File: src/hdl/wsd_pkg.sv
// ----------------------------------------------------------------------------
// wsd_pkg
// Shared types and constants of the WebSocket frame deframer.
// ----------------------------------------------------------------------------
`default_nettype none

package wsd_pkg;

	// Largest value of a 63-bit length or offset
	localparam logic [62:0] MAX63 = {63{1'b1}};

	// Result kinds
	localparam logic [1:0] KIND_EMPTY   = 2'd0;
	localparam logic [1:0] KIND_PAYLOAD = 2'd1;
	localparam logic [1:0] KIND_SHORT   = 2'd2;

	// One result of the parser
	typedef struct packed {
		logic        emit;
		logic [1:0]  kind;
		logic [7:0]  byte_value;
		logic [62:0] byte_offset;
		logic        fin_bit;
		logic [2:0]  reserved_bits;
		logic [3:0]  frame_opcode;
		logic        masked;
		logic [62:0] frame_length;
		logic [62:0] message_length;
		logic        frame_done;
	} wsd_res_t;

endpackage

`default_nettype wire

File: src/hdl/wsd_parser.sv
// ----------------------------------------------------------------------------
// wsd_parser
// Frame header decoder and payload unmasker: holds the parse state and works
// out the result of one byte combinationally.
// ----------------------------------------------------------------------------
`default_nettype none

module wsd_parser
	import wsd_pkg::*;
(
	input  wire logic       clk,
	input  wire logic       arst_n,
	input  wire logic       step,
	input  wire logic [7:0] data_byte,
	input  wire logic       buffer_end,
	output wsd_res_t        res
);

	// Parse phases
	localparam logic [2:0] PH_HDR0 = 3'd0;
	localparam logic [2:0] PH_HDR1 = 3'd1;
	localparam logic [2:0] PH_EXT  = 3'd2;
	localparam logic [2:0] PH_KEY  = 3'd3;
	localparam logic [2:0] PH_DATA = 3'd4;
	localparam logic [2:0] PH_DROP = 3'd5;

	// Saturating sum of a 63-bit base and a 64-bit length
	function automatic logic [62:0] sat_add(input logic [62:0] a, input logic [63:0] b);
		logic [62:0] bc;
		logic [63:0] sum;
		bc  = b[63] ? MAX63 : b[62:0];
		sum = {1'b0, a} + {1'b0, bc};
		return sum[63] ? MAX63 : sum[62:0];
	endfunction

	logic [2:0]  phase_q, phase_d;
	logic [3:0]  hcnt_q, hcnt_d;
	logic [8:0]  flags_q, flags_d;
	logic [63:0] len_q, len_d;
	logic [31:0] key_q, key_d;
	logic [63:0] rem_q, rem_d;
	logic [1:0]  kidx_q, kidx_d;
	logic [62:0] off_q, off_d;
	logic [62:0] stored_q, stored_d;
	logic [62:0] base_q, base_d;

	logic        emit, chk, err, done;
	logic [1:0]  kind;
	logic [7:0]  value;
	logic [62:0] offset, msglen, final_len;
	logic [7:0]  kb;

	// Pick the key byte, first received byte first
	always_comb begin
		case (kidx_q)
			2'd0:    kb = key_q[31:24];
			2'd1:    kb = key_q[23:16];
			2'd2:    kb = key_q[15:8];
			default: kb = key_q[7:0];
		endcase
	end

	assign final_len = sat_add(base_q, len_q);

	// Next state and result of one byte
	always_comb begin
		phase_d  = phase_q;
		hcnt_d   = hcnt_q;
		flags_d  = flags_q;
		len_d    = len_q;
		key_d    = key_q;
		rem_d    = rem_q;
		kidx_d   = kidx_q;
		off_d    = off_q;
		stored_d = stored_q;
		base_d   = base_q;
		emit     = 1'b0;
		chk      = 1'b1;
		kind     = KIND_EMPTY;
		value    = '0;
		offset   = '0;
		msglen   = '0;
		done     = 1'b0;

		unique case (phase_q)
			PH_HDR1: begin
				flags_d[8] = flags_q[8] | data_byte[7];
				if (data_byte[6:0] <= 7'd125) begin
					len_d = {57'd0, data_byte[6:0]};
					rem_d = len_d;
					if (flags_d[8]) begin
						phase_d = PH_KEY;
						hcnt_d  = 4'd4;
					end else if (data_byte[6:0] == 7'd0) begin
						// empty frame: message length stays at the base
						stored_d = base_q;
						emit     = 1'b1;
						kind     = KIND_EMPTY;
						offset   = base_q;
						msglen   = base_q;
						done     = 1'b1;
						phase_d  = buffer_end ? PH_HDR0 : PH_DROP;
					end else begin
						phase_d = PH_DATA;
					end
				end else begin
					phase_d = PH_EXT;
					hcnt_d  = (data_byte[6:0] == 7'd126) ? 4'd2 : 4'd8;
				end
			end
			PH_EXT: begin
				len_d  = {len_q[55:0], data_byte};
				rem_d  = len_d;
				hcnt_d = hcnt_q - 4'd1;
				if (hcnt_d == 4'd0) begin
					if (flags_q[8]) begin
						phase_d = PH_KEY;
						hcnt_d  = 4'd4;
					end else if (len_d == 64'd0) begin
						stored_d = base_q;
						emit     = 1'b1;
						kind     = KIND_EMPTY;
						offset   = base_q;
						msglen   = base_q;
						done     = 1'b1;
						phase_d  = buffer_end ? PH_HDR0 : PH_DROP;
					end else begin
						phase_d = PH_DATA;
					end
				end
			end
			PH_KEY: begin
				key_d  = {key_q[23:0], data_byte};
				hcnt_d = hcnt_q - 4'd1;
				if (hcnt_d == 4'd0) begin
					if (len_q == 64'd0) begin
						stored_d = base_q;
						emit     = 1'b1;
						kind     = KIND_EMPTY;
						offset   = base_q;
						msglen   = base_q;
						done     = 1'b1;
						phase_d  = buffer_end ? PH_HDR0 : PH_DROP;
					end else begin
						phase_d = PH_DATA;
					end
				end
			end
			PH_DATA: begin
				if (rem_q == 64'd1) begin
					// last payload byte completes the frame
					chk      = 1'b0;
					stored_d = final_len;
					emit     = 1'b1;
					kind     = KIND_PAYLOAD;
					value    = data_byte ^ kb;
					offset   = off_q;
					msglen   = final_len;
					done     = 1'b1;
					phase_d  = buffer_end ? PH_HDR0 : PH_DROP;
				end else if (!buffer_end) begin
					chk    = 1'b0;
					emit   = 1'b1;
					kind   = KIND_PAYLOAD;
					value  = data_byte ^ kb;
					offset = off_q;
					msglen = final_len;
					rem_d  = rem_q - 64'd1;
					kidx_d = kidx_q + 2'd1;
					off_d  = (off_q == MAX63) ? MAX63 : off_q + 63'd1;
				end
			end
			PH_DROP: begin
				chk = 1'b0;
				if (buffer_end) begin
					phase_d = PH_HDR0;
				end
			end
			default: begin
				// first header byte; continuation frames carry on the message
				flags_d = {1'b0, data_byte};
				len_d   = '0;
				key_d   = '0;
				rem_d   = '0;
				kidx_d  = '0;
				hcnt_d  = '0;
				base_d  = (data_byte[3:0] == 4'd0) ? stored_q : '0;
				off_d   = base_d;
				phase_d = PH_HDR1;
			end
		endcase

		// buffer ended before the frame was complete
		err = chk && !emit && buffer_end;
		if (err) begin
			emit    = 1'b1;
			kind    = KIND_SHORT;
			value   = '0;
			offset  = '0;
			msglen  = stored_q;
			done    = 1'b0;
			phase_d = PH_HDR0;
		end
	end

	// Assemble the result from the updated header fields
	always_comb begin
		res.emit           = emit;
		res.kind           = kind;
		res.byte_value     = value;
		res.byte_offset    = offset;
		res.fin_bit        = flags_d[7];
		res.reserved_bits  = flags_d[6:4];
		res.frame_opcode   = flags_d[3:0];
		res.masked         = flags_d[8];
		res.frame_length   = len_d[63] ? MAX63 : len_d[62:0];
		res.message_length = msglen;
		res.frame_done     = done;
	end

	// Advance the parse state on each processed byte
	always_ff @(posedge clk or negedge arst_n) begin
		if (!arst_n) begin
			phase_q  <= PH_HDR0;
			hcnt_q   <= '0;
			flags_q  <= '0;
			len_q    <= '0;
			key_q    <= '0;
			rem_q    <= '0;
			kidx_q   <= '0;
			off_q    <= '0;
			stored_q <= '0;
			base_q   <= '0;
		end else if (step) begin
			phase_q  <= phase_d;
			hcnt_q   <= hcnt_d;
			flags_q  <= flags_d;
			len_q    <= len_d;
			key_q    <= key_d;
			rem_q    <= rem_d;
			kidx_q   <= kidx_d;
			off_q    <= off_d;
			stored_q <= stored_d;
			base_q   <= base_d;
		end
	end

endmodule

`default_nettype wire

File: src/hdl/websocket_frame_deframer.sv
// ----------------------------------------------------------------------------
// websocket_frame_deframer
// Decodes WebSocket frames from a byte stream and streams unmasked payload.
// ----------------------------------------------------------------------------
// Usage:
// Input channel s_axis_*: one received byte per transaction in tdata, with
// tlast high on the last byte of a receive buffer.
// Output channel m_axis_*: at most one result per input byte. tuser carries
// the kind (empty frame done, payload byte, buffer too short), tlast marks the
// result that completes a frame, tdata carries the byte, its offset within the
// message and the decoded header fields.
// Path: an accepted byte is held in the input register, parsed by the
// combinational parse step and its result taken into the result register.
// Throughput: one byte per clock cycle while the receiver does not stall, set
// by the combinational parse step between the input and result registers.
// Header bytes that neither complete an empty frame nor end a buffer too early,
// trailing bytes after a complete frame and dropped bytes of a buffer give no result.
// Reset clears the parse state and the stored message length; the block waits
// for the first header byte. When the receiver stalls, the result is held and
// one more byte is buffered before s_axis_tready drops.
// ----------------------------------------------------------------------------
`default_nettype none

module websocket_frame_deframer
	import wsd_pkg::*;
(
	input  wire logic         clk,
	input  wire logic         arst_n,
	input  wire logic         s_axis_tvalid,
	output logic              s_axis_tready,
	input  wire logic [7:0]   s_axis_tdata,  // [7:0] data_byte
	input  wire logic         s_axis_tlast,  // buffer_end
	output logic              m_axis_tvalid,
	input  wire logic         m_axis_tready,
	// [7:0] byte_value, [70:8] byte_offset, [71] fin_bit, [74:72] reserved_bits,
	// [78:75] frame_opcode, [79] masked, [142:80] frame_length,
	// [205:143] message_length, [207:206] zero
	output logic [207:0]      m_axis_tdata,
	output logic [1:0]        m_axis_tuser,  // [1:0] kind
	output logic              m_axis_tlast   // frame_done
);

	logic       in_valid_s1;
	logic [7:0] byte_s1;
	logic       end_s1;
	logic       out_valid_s2;
	wsd_res_t   res;
	wsd_res_t   res_s2;
	logic       adv;
	logic       step;

	assign adv           = !out_valid_s2 || m_axis_tready;
	assign step          = in_valid_s1 && adv;
	assign s_axis_tready = !in_valid_s1 || adv;

	// Hold the accepted byte for the parse step
	always_ff @(posedge clk or negedge arst_n) begin
		if (!arst_n) begin
			in_valid_s1 <= 1'b0;
		end else if (s_axis_tready) begin
			in_valid_s1 <= s_axis_tvalid;
		end
	end

	always_ff @(posedge clk) begin
		if (s_axis_tready && s_axis_tvalid) begin
			byte_s1 <= s_axis_tdata;
			end_s1  <= s_axis_tlast;
		end
	end

	wsd_parser u_parser (
		.clk        (clk),
		.arst_n     (arst_n),
		.step       (step),
		.data_byte  (byte_s1),
		.buffer_end (end_s1),
		.res        (res)
	);

	// Register the result; hold it while the receiver stalls
	always_ff @(posedge clk or negedge arst_n) begin
		if (!arst_n) begin
			out_valid_s2 <= 1'b0;
		end else if (adv) begin
			out_valid_s2 <= step && res.emit;
		end
	end

	always_ff @(posedge clk) begin
		if (step && res.emit) begin
			res_s2 <= res;
		end
	end

	assign m_axis_tvalid = out_valid_s2;
	assign m_axis_tuser  = res_s2.kind;
	assign m_axis_tlast  = res_s2.frame_done;
	assign m_axis_tdata  = {2'b00,
	                        res_s2.message_length,
	                        res_s2.frame_length,
	                        res_s2.masked,
	                        res_s2.frame_opcode,
	                        res_s2.reserved_bits,
	                        res_s2.fin_bit,
	                        res_s2.byte_offset,
	                        res_s2.byte_value};

endmodule

`default_nettype wire

File: config.mk
export PLATFORM = sky130hd
export DESIGN_NAME = websocket_frame_deframer
export DESIGN_NICKNAME = d
export VERILOG_FILES = /design/src/hdl/wsd_pkg.sv /design/src/hdl/wsd_parser.sv /design/src/hdl/websocket_frame_deframer.sv
export SDC_FILE = /design/constraint.sdc
export NUM_CORES = 1
export LEC_CHECK = 0
export ABC_AREA = 1
export BUFFER_PORTS_ARGS = -buffer_cell sky130_fd_sc_hd__buf_2
export CELL_PAD_IN_SITES_DETAIL_PLACEMENT = 1
export CELL_PAD_IN_SITES_GLOBAL_PLACEMENT = 1
export CORE_MARGIN = 10
export CORE_UTILIZATION = 45
export CTS_CLUSTER_SIZE = 20
export DETAILED_ROUTE_END_ITERATION = 7
export PLACE_DENSITY = 0.87
export SLEW_MARGIN = 25
export SYNTH_ARGS = -nofsm -noshare
export SYNTH_HDL_FRONTEND = slang
export SYNTH_SLANG_ARGS = --single-unit
export TNS_END_PERCENT = 5
File: constraint.sdc
create_clock -name clk -period 11.6 [get_ports clk]
set_input_delay 0.58 -clock clk [delete_from_list [all_inputs] [get_ports clk]]
set_output_delay 0.58 -clock clk [all_outputs]
set_load 0.1 [all_outputs]
==> impl_table.tex <==
\begin{tabular}{lr}
\hline
Metric & Value \\
\hline
\multicolumn{2}{l}{\textbf{Timing}} \\
Period Utilization, post-route & 39.1\% \\
Relative slew slack & 31.1\% \\
RSZ-0062 raised after global routing & no \\
Total count of max-transition violations in the final report & 0 \\
Setup\_tns & 0 ns \\
Hold Fails Final Rpt & 2 \\
Worst Tran Pin Value & 1.03 ns \\
Maximum frequency from static timing analysis & 220 MHz \\
Final worst-path setup slack & 7.06 ns \\
Worst hold margin & -0.0191 ns \\
Clock skew & 0.0371 ns \\
Setup-violating endpoint count in the final report & 0 \\
Time the worst path needs with I/O delays and setup & 4.54 ns \\
\multicolumn{2}{l}{\textbf{Logic synthesis}} \\
Number of warnings reported in the yosys synthesis log & 0 \\
Adder-cell area share of the yosys netlist & 2.70\% \\
Synthesized area per cell & 7.08 µm² \\
Compound-gate portion of the synthesized area & 12.9\% \\
Combinational family with the most area after synthesis & simple AND/OR/NAND/NOR gates \\
Distinct cells, synth & 49 \\
Number of storage elements in the synthesis netlist & 587 \\
Share of synthesized area occupied by flip-flops and latches & 43.3\% \\
Post-Synth XOR/XNOR Area & 1.83\% \\
Synthesized cell area & 36400 µm² \\
Multiplexer area fraction after synthesis & 0\% \\
Syn Inst Count & 5140 \\
Synthesized-area fraction occupied by and/or/nand/nor cells & 29.1\% \\
\multicolumn{2}{l}{\textbf{Routing}} \\
Average vias per placed instance & 5.73 \\
Wire length per cell & 23.7 µm \\
Total iterations of the first detailed-routing run & 5 \\
Via count of the routed design & 36671 \\
Number of nets with antenna violations after routing & 0 \\
First-iteration detailed-routing DRC count & 3257 \\
Remaining design rule violation count & 0 \\
Wirelength, routed & 152000 µm \\
\multicolumn{2}{l}{\textbf{Worst setup path}} \\
Critical path start-end classification & reg2reg \\
Required @ worst endpoint & 11.94 ns \\
Critical path peak fanout & 55 \\
Worst reg2reg path startpoint & u\_parser.len\_q[63]\$\_DFFE\_PN0P\_ \\
Crit path max-delay cell type & dfrtp\_1 \\
Delay contributed by the slowest stage of the critical path & 0.56 ns \\
Critical path, cell by cell & inv\_1 > buf\_4 > nand2\_1 > ha\_1 > nand3\_1 > nand3\_1 > nand2\_1 > nand2\_1 > nand2\_1 > nand2\_1 > nand2\_1 > nand2\_1 > a21oi\_4 > buf\_4 > nand3\_1 > nand2\_1 > o211ai\_1 \\
Most used cell along the critical path & nand2\_1 \\
Startpoint of the most critical setup path & u\_parser.len\_q[63]\$\_DFFE\_PN0P\_ \\
Critical path capture point type & register \\
Worst endpoint data arrival time & 4.88 ns \\
Critical Path Start Type & register \\
\multicolumn{2}{l}{\textbf{Clock tree}} \\
\# resized after CTS & 0 \\
Root buffer cell & clkbuf\_16 \\
TritonCTS clock tree & done \\
\# Post-CTS Setup Buffers & 0 \\
Maximum root-to-sink buffer count & 3 \\
Number of buffers inserted by hold repair at cts & 0 \\
Clock insertion delay at the later pin of the skew report & 0.63 ns \\
Number of levels in the clock H-tree & 3 \\
Clock Pin Slew Worst Setup and Hold Paths & 0.06 ns \\
Clock sink count & 587 \\
Clock buffer count from CTS & 70 \\
\multicolumn{2}{l}{\textbf{Run status}} \\
Status & complete, but fails checks \\
Failing checks & hold timing \\
\multicolumn{2}{l}{\textbf{Power}} \\
P\_leak & 19.9 nW \\
PD cells & 230 nW/µm² \\
Highest ir drop seen on vdd & 152 µV \\
\multicolumn{2}{l}{\textbf{Final layout}} \\
Layout overhead on the synthesized area & 11.9\% \\
Post-route non-filler standard cell count & 6400 \\
Final Net Count & 5372 \\
Summed area of non-filler cells in the final layout & 40700 µm² \\
Filler Cells Inserted & 10411 \\
Share of post-route cells with drive strength above 1 & 7.79\% \\
Multi-input logic area & 17000 µm² \\
Sequential cell area & 15800 µm² \\
\multicolumn{2}{l}{\textbf{Floorplanning}} \\
Height of the chip & 304 µm \\
Total I/O pin count & 226 \\
Effective utilization at floorplan & 45.3\% \\
Die area & 92700 µm² \\
Core region area & 80400 µm² \\
X dimension of the die & 304 µm \\
Rows & 104 \\
\multicolumn{2}{l}{\textbf{Placed design}} \\
Setup WS pre-CTS & 7.19 ns \\
Post-Place Cell Area & 38400 µm² \\
Placed wire-length estimate after detailed placement & 114000 µm \\
Cell count after placement & 6269 \\
Final GP Congestion & 0.993 \\
Number of port buffers & 223 \\
\multicolumn{2}{l}{\textbf{Worst hold path}} \\
Worst hold path class & in2async \\
\multicolumn{2}{l}{\textbf{GRT}} \\
Number of global-route vias before repair & 37517 \\
Number of antenna violations at the first check in global routing & 3 \\
GRT Overall Usage & 31.7\% \\
Global-route wire length before repair & 230000 µm \\
Maximum number of pins on one net before global-route repair & 130 \\
Sum of overflow across all layers after global routing & 0 \\
\multicolumn{2}{l}{\textbf{Flow run}} \\
Max Cap Viol & 0 \\
\hline
\end{tabular}
synth_stat cells (all sizes together):
cell type,n,share of area [%]
clkinv,1,0.010
nor2,573,6.0
o21bai,10,0.21
and3,1,0.017
nor2b,1,0.017
dfrtp,369,25
fa,1,0.055
nand2,1535,16
o21a,5,0.10
edfxtp,218,18
o22ai,54,0.93
xor2,71,1.7
nand4,90,1.5
a41oi,4,0.096
nand3b,2,0.041
buf,81,1.2
nor4,11,0.22
a31oi,3,0.052
o211ai,63,1.3
conb,1,0.010
inv,752,7.8
clkbuf,109,1.1
o21ai,535,7.4
nor3,104,1.5
a221oi,1,0.024
nor3b,5,0.10
or2,8,0.14
and2,4,0.069
nand3,258,3.6
a21oi,163,2.3
xnor2,5,0.12
a22oi,25,0.52
ha,77,2.6
path summary, 6_finish.rpt:
path / end / slack (ns) / depth (start not counted)
setup / recovery: m_axis_tdata[190]$_DFFE_PP_ / 7.06 / 17
hold / removal: u_parser.off_q[4]$_DFFE_PN0P_ / -0.02 / 1
setup reg to reg: m_axis_tdata[190]$_DFFE_PP_ / 7.06 / 17
hold reg to reg: u_parser.stored_q[46]$_DFFE_PN0P_ / 0.48 / 2
max in group asynchronous: u_parser.rem_q[51]$_DFFE_PN0P_ / 10.05 / 2
min in group clk: byte_s1[7]$_DFFE_PP_ / 0.12 / 1
logic make-up after synthesis:
kind of cell,after synthesis
compound gates,863
xor+xnor,76
fa+ha+maj,78
buf+inv,943
flops,587
other cells,1
simple gates,2592
flip-flops by register name, summed over array words and instances, names as in the netlist:
| signal | count |
|---|---|
| m_axis_tdata | 206 |
| u_parser.len_q | 64 |
| u_parser.rem_q | 64 |
| u_parser.base_q | 63 |
| u_parser.off_q | 63 |
| u_parser.stored_q | 63 |
| u_parser.key_q | 32 |
| u_parser.flags_q | 9 |
| byte_s1 | 8 |
| u_parser.hcnt_q | 4 |
| u_parser.phase_q | 3 |
| m_axis_tuser | 2 |
| u_parser.kidx_q | 2 |
| end_s1 | 1 |
| in_valid_s1 | 1 |
| m_axis_tlast | 1 |
| m_axis_tvalid | 1 |
worst max-delay path, delay by kind of cell (launching register included):
| kind | cells | cell delay, ns |
|---|---|---|
| adder cells (fa/ha/maj) | 1 | 0.35 |
| AND/OR/NAND/NOR | 11 | 1.65 |
| buffers and inverters | 3 | 1.30 |
| AO/OA/AOI/OAI | 2 | 0.27 |
| flip-flops | 1 | 0.56 |
through the flow:
| step | power (W) | util (%) |
|---|---|---|
| 3_3_place_gp | 0.00686 | 47.7 |
| 4_1_cts | 0.00933 | 50.6 |
| 6_report | 0.00939 | 50.7 |
| 5_1_grt | 0.00987 | 50.7 |
| 3_5_place_dp | 0.00699 | 47.7 |
| 2_1_floorplan | 0.00584 | - |
cell type report:
type	instances	share of cell area, %
Multi-Input combinational cell	3611	41.8
Timing Repair Buffer	258	3.45
Clock buffer	96	4.89
Antenna cell	2	0.0123
Sequential cell	587	38.7
Inverter	753	6.96
Tap cell	1060	3.26
Clock inverter	33	0.940
cell usage in the layout (no fill, tap or decap), drive strengths merged, types with 2 or more instances in the layout:
cell,Yosys,final
clkinv,1,21
o22ai,54,54
nand2,1535,1535
a22oi,25,25
nor3,104,104
xnor2,5,5
o21a,5,5
o21ai,535,535
a41oi,4,4
nor2,573,573
edfxtp,218,218
and2,4,4
inv,752,754
nand3b,2,2
o21bai,10,10
a21oi,163,163
conb,1,2
ha,77,77
o211ai,63,63
buf,81,258
diode,0,2
clkinvlp,0,5
nor4,11,11
dfrtp,369,369
clkbuf,109,96
or2,8,8
nor3b,5,5
bufinv,0,6
nand3,258,258
a31oi,3,3
xor2,71,71
nand4,90,90
power by group:
group | leakage, nW | switching (W) | internal, W
clock network | 1.15 | 0.000963 | 0.00135
registers | 7.17 | 0.000334 | 0.00258
logic | 11.5 | 0.00325 | 0.000906
total | 19.9 | 0.00455 | 0.00483
layer usage:
metal / global-route usage, % / up-vias / part of all wire (%)
met2: 51.8 / 1432 / 47
li1: - / 16835 / -
met5: 0 / - / 0.0086
met1: 41.2 / 18086 / 41
met3: 4.80 / 316 / 7.2
met4: 14.2 / 2 / 4.8
(Power assumes the default switching activity.)
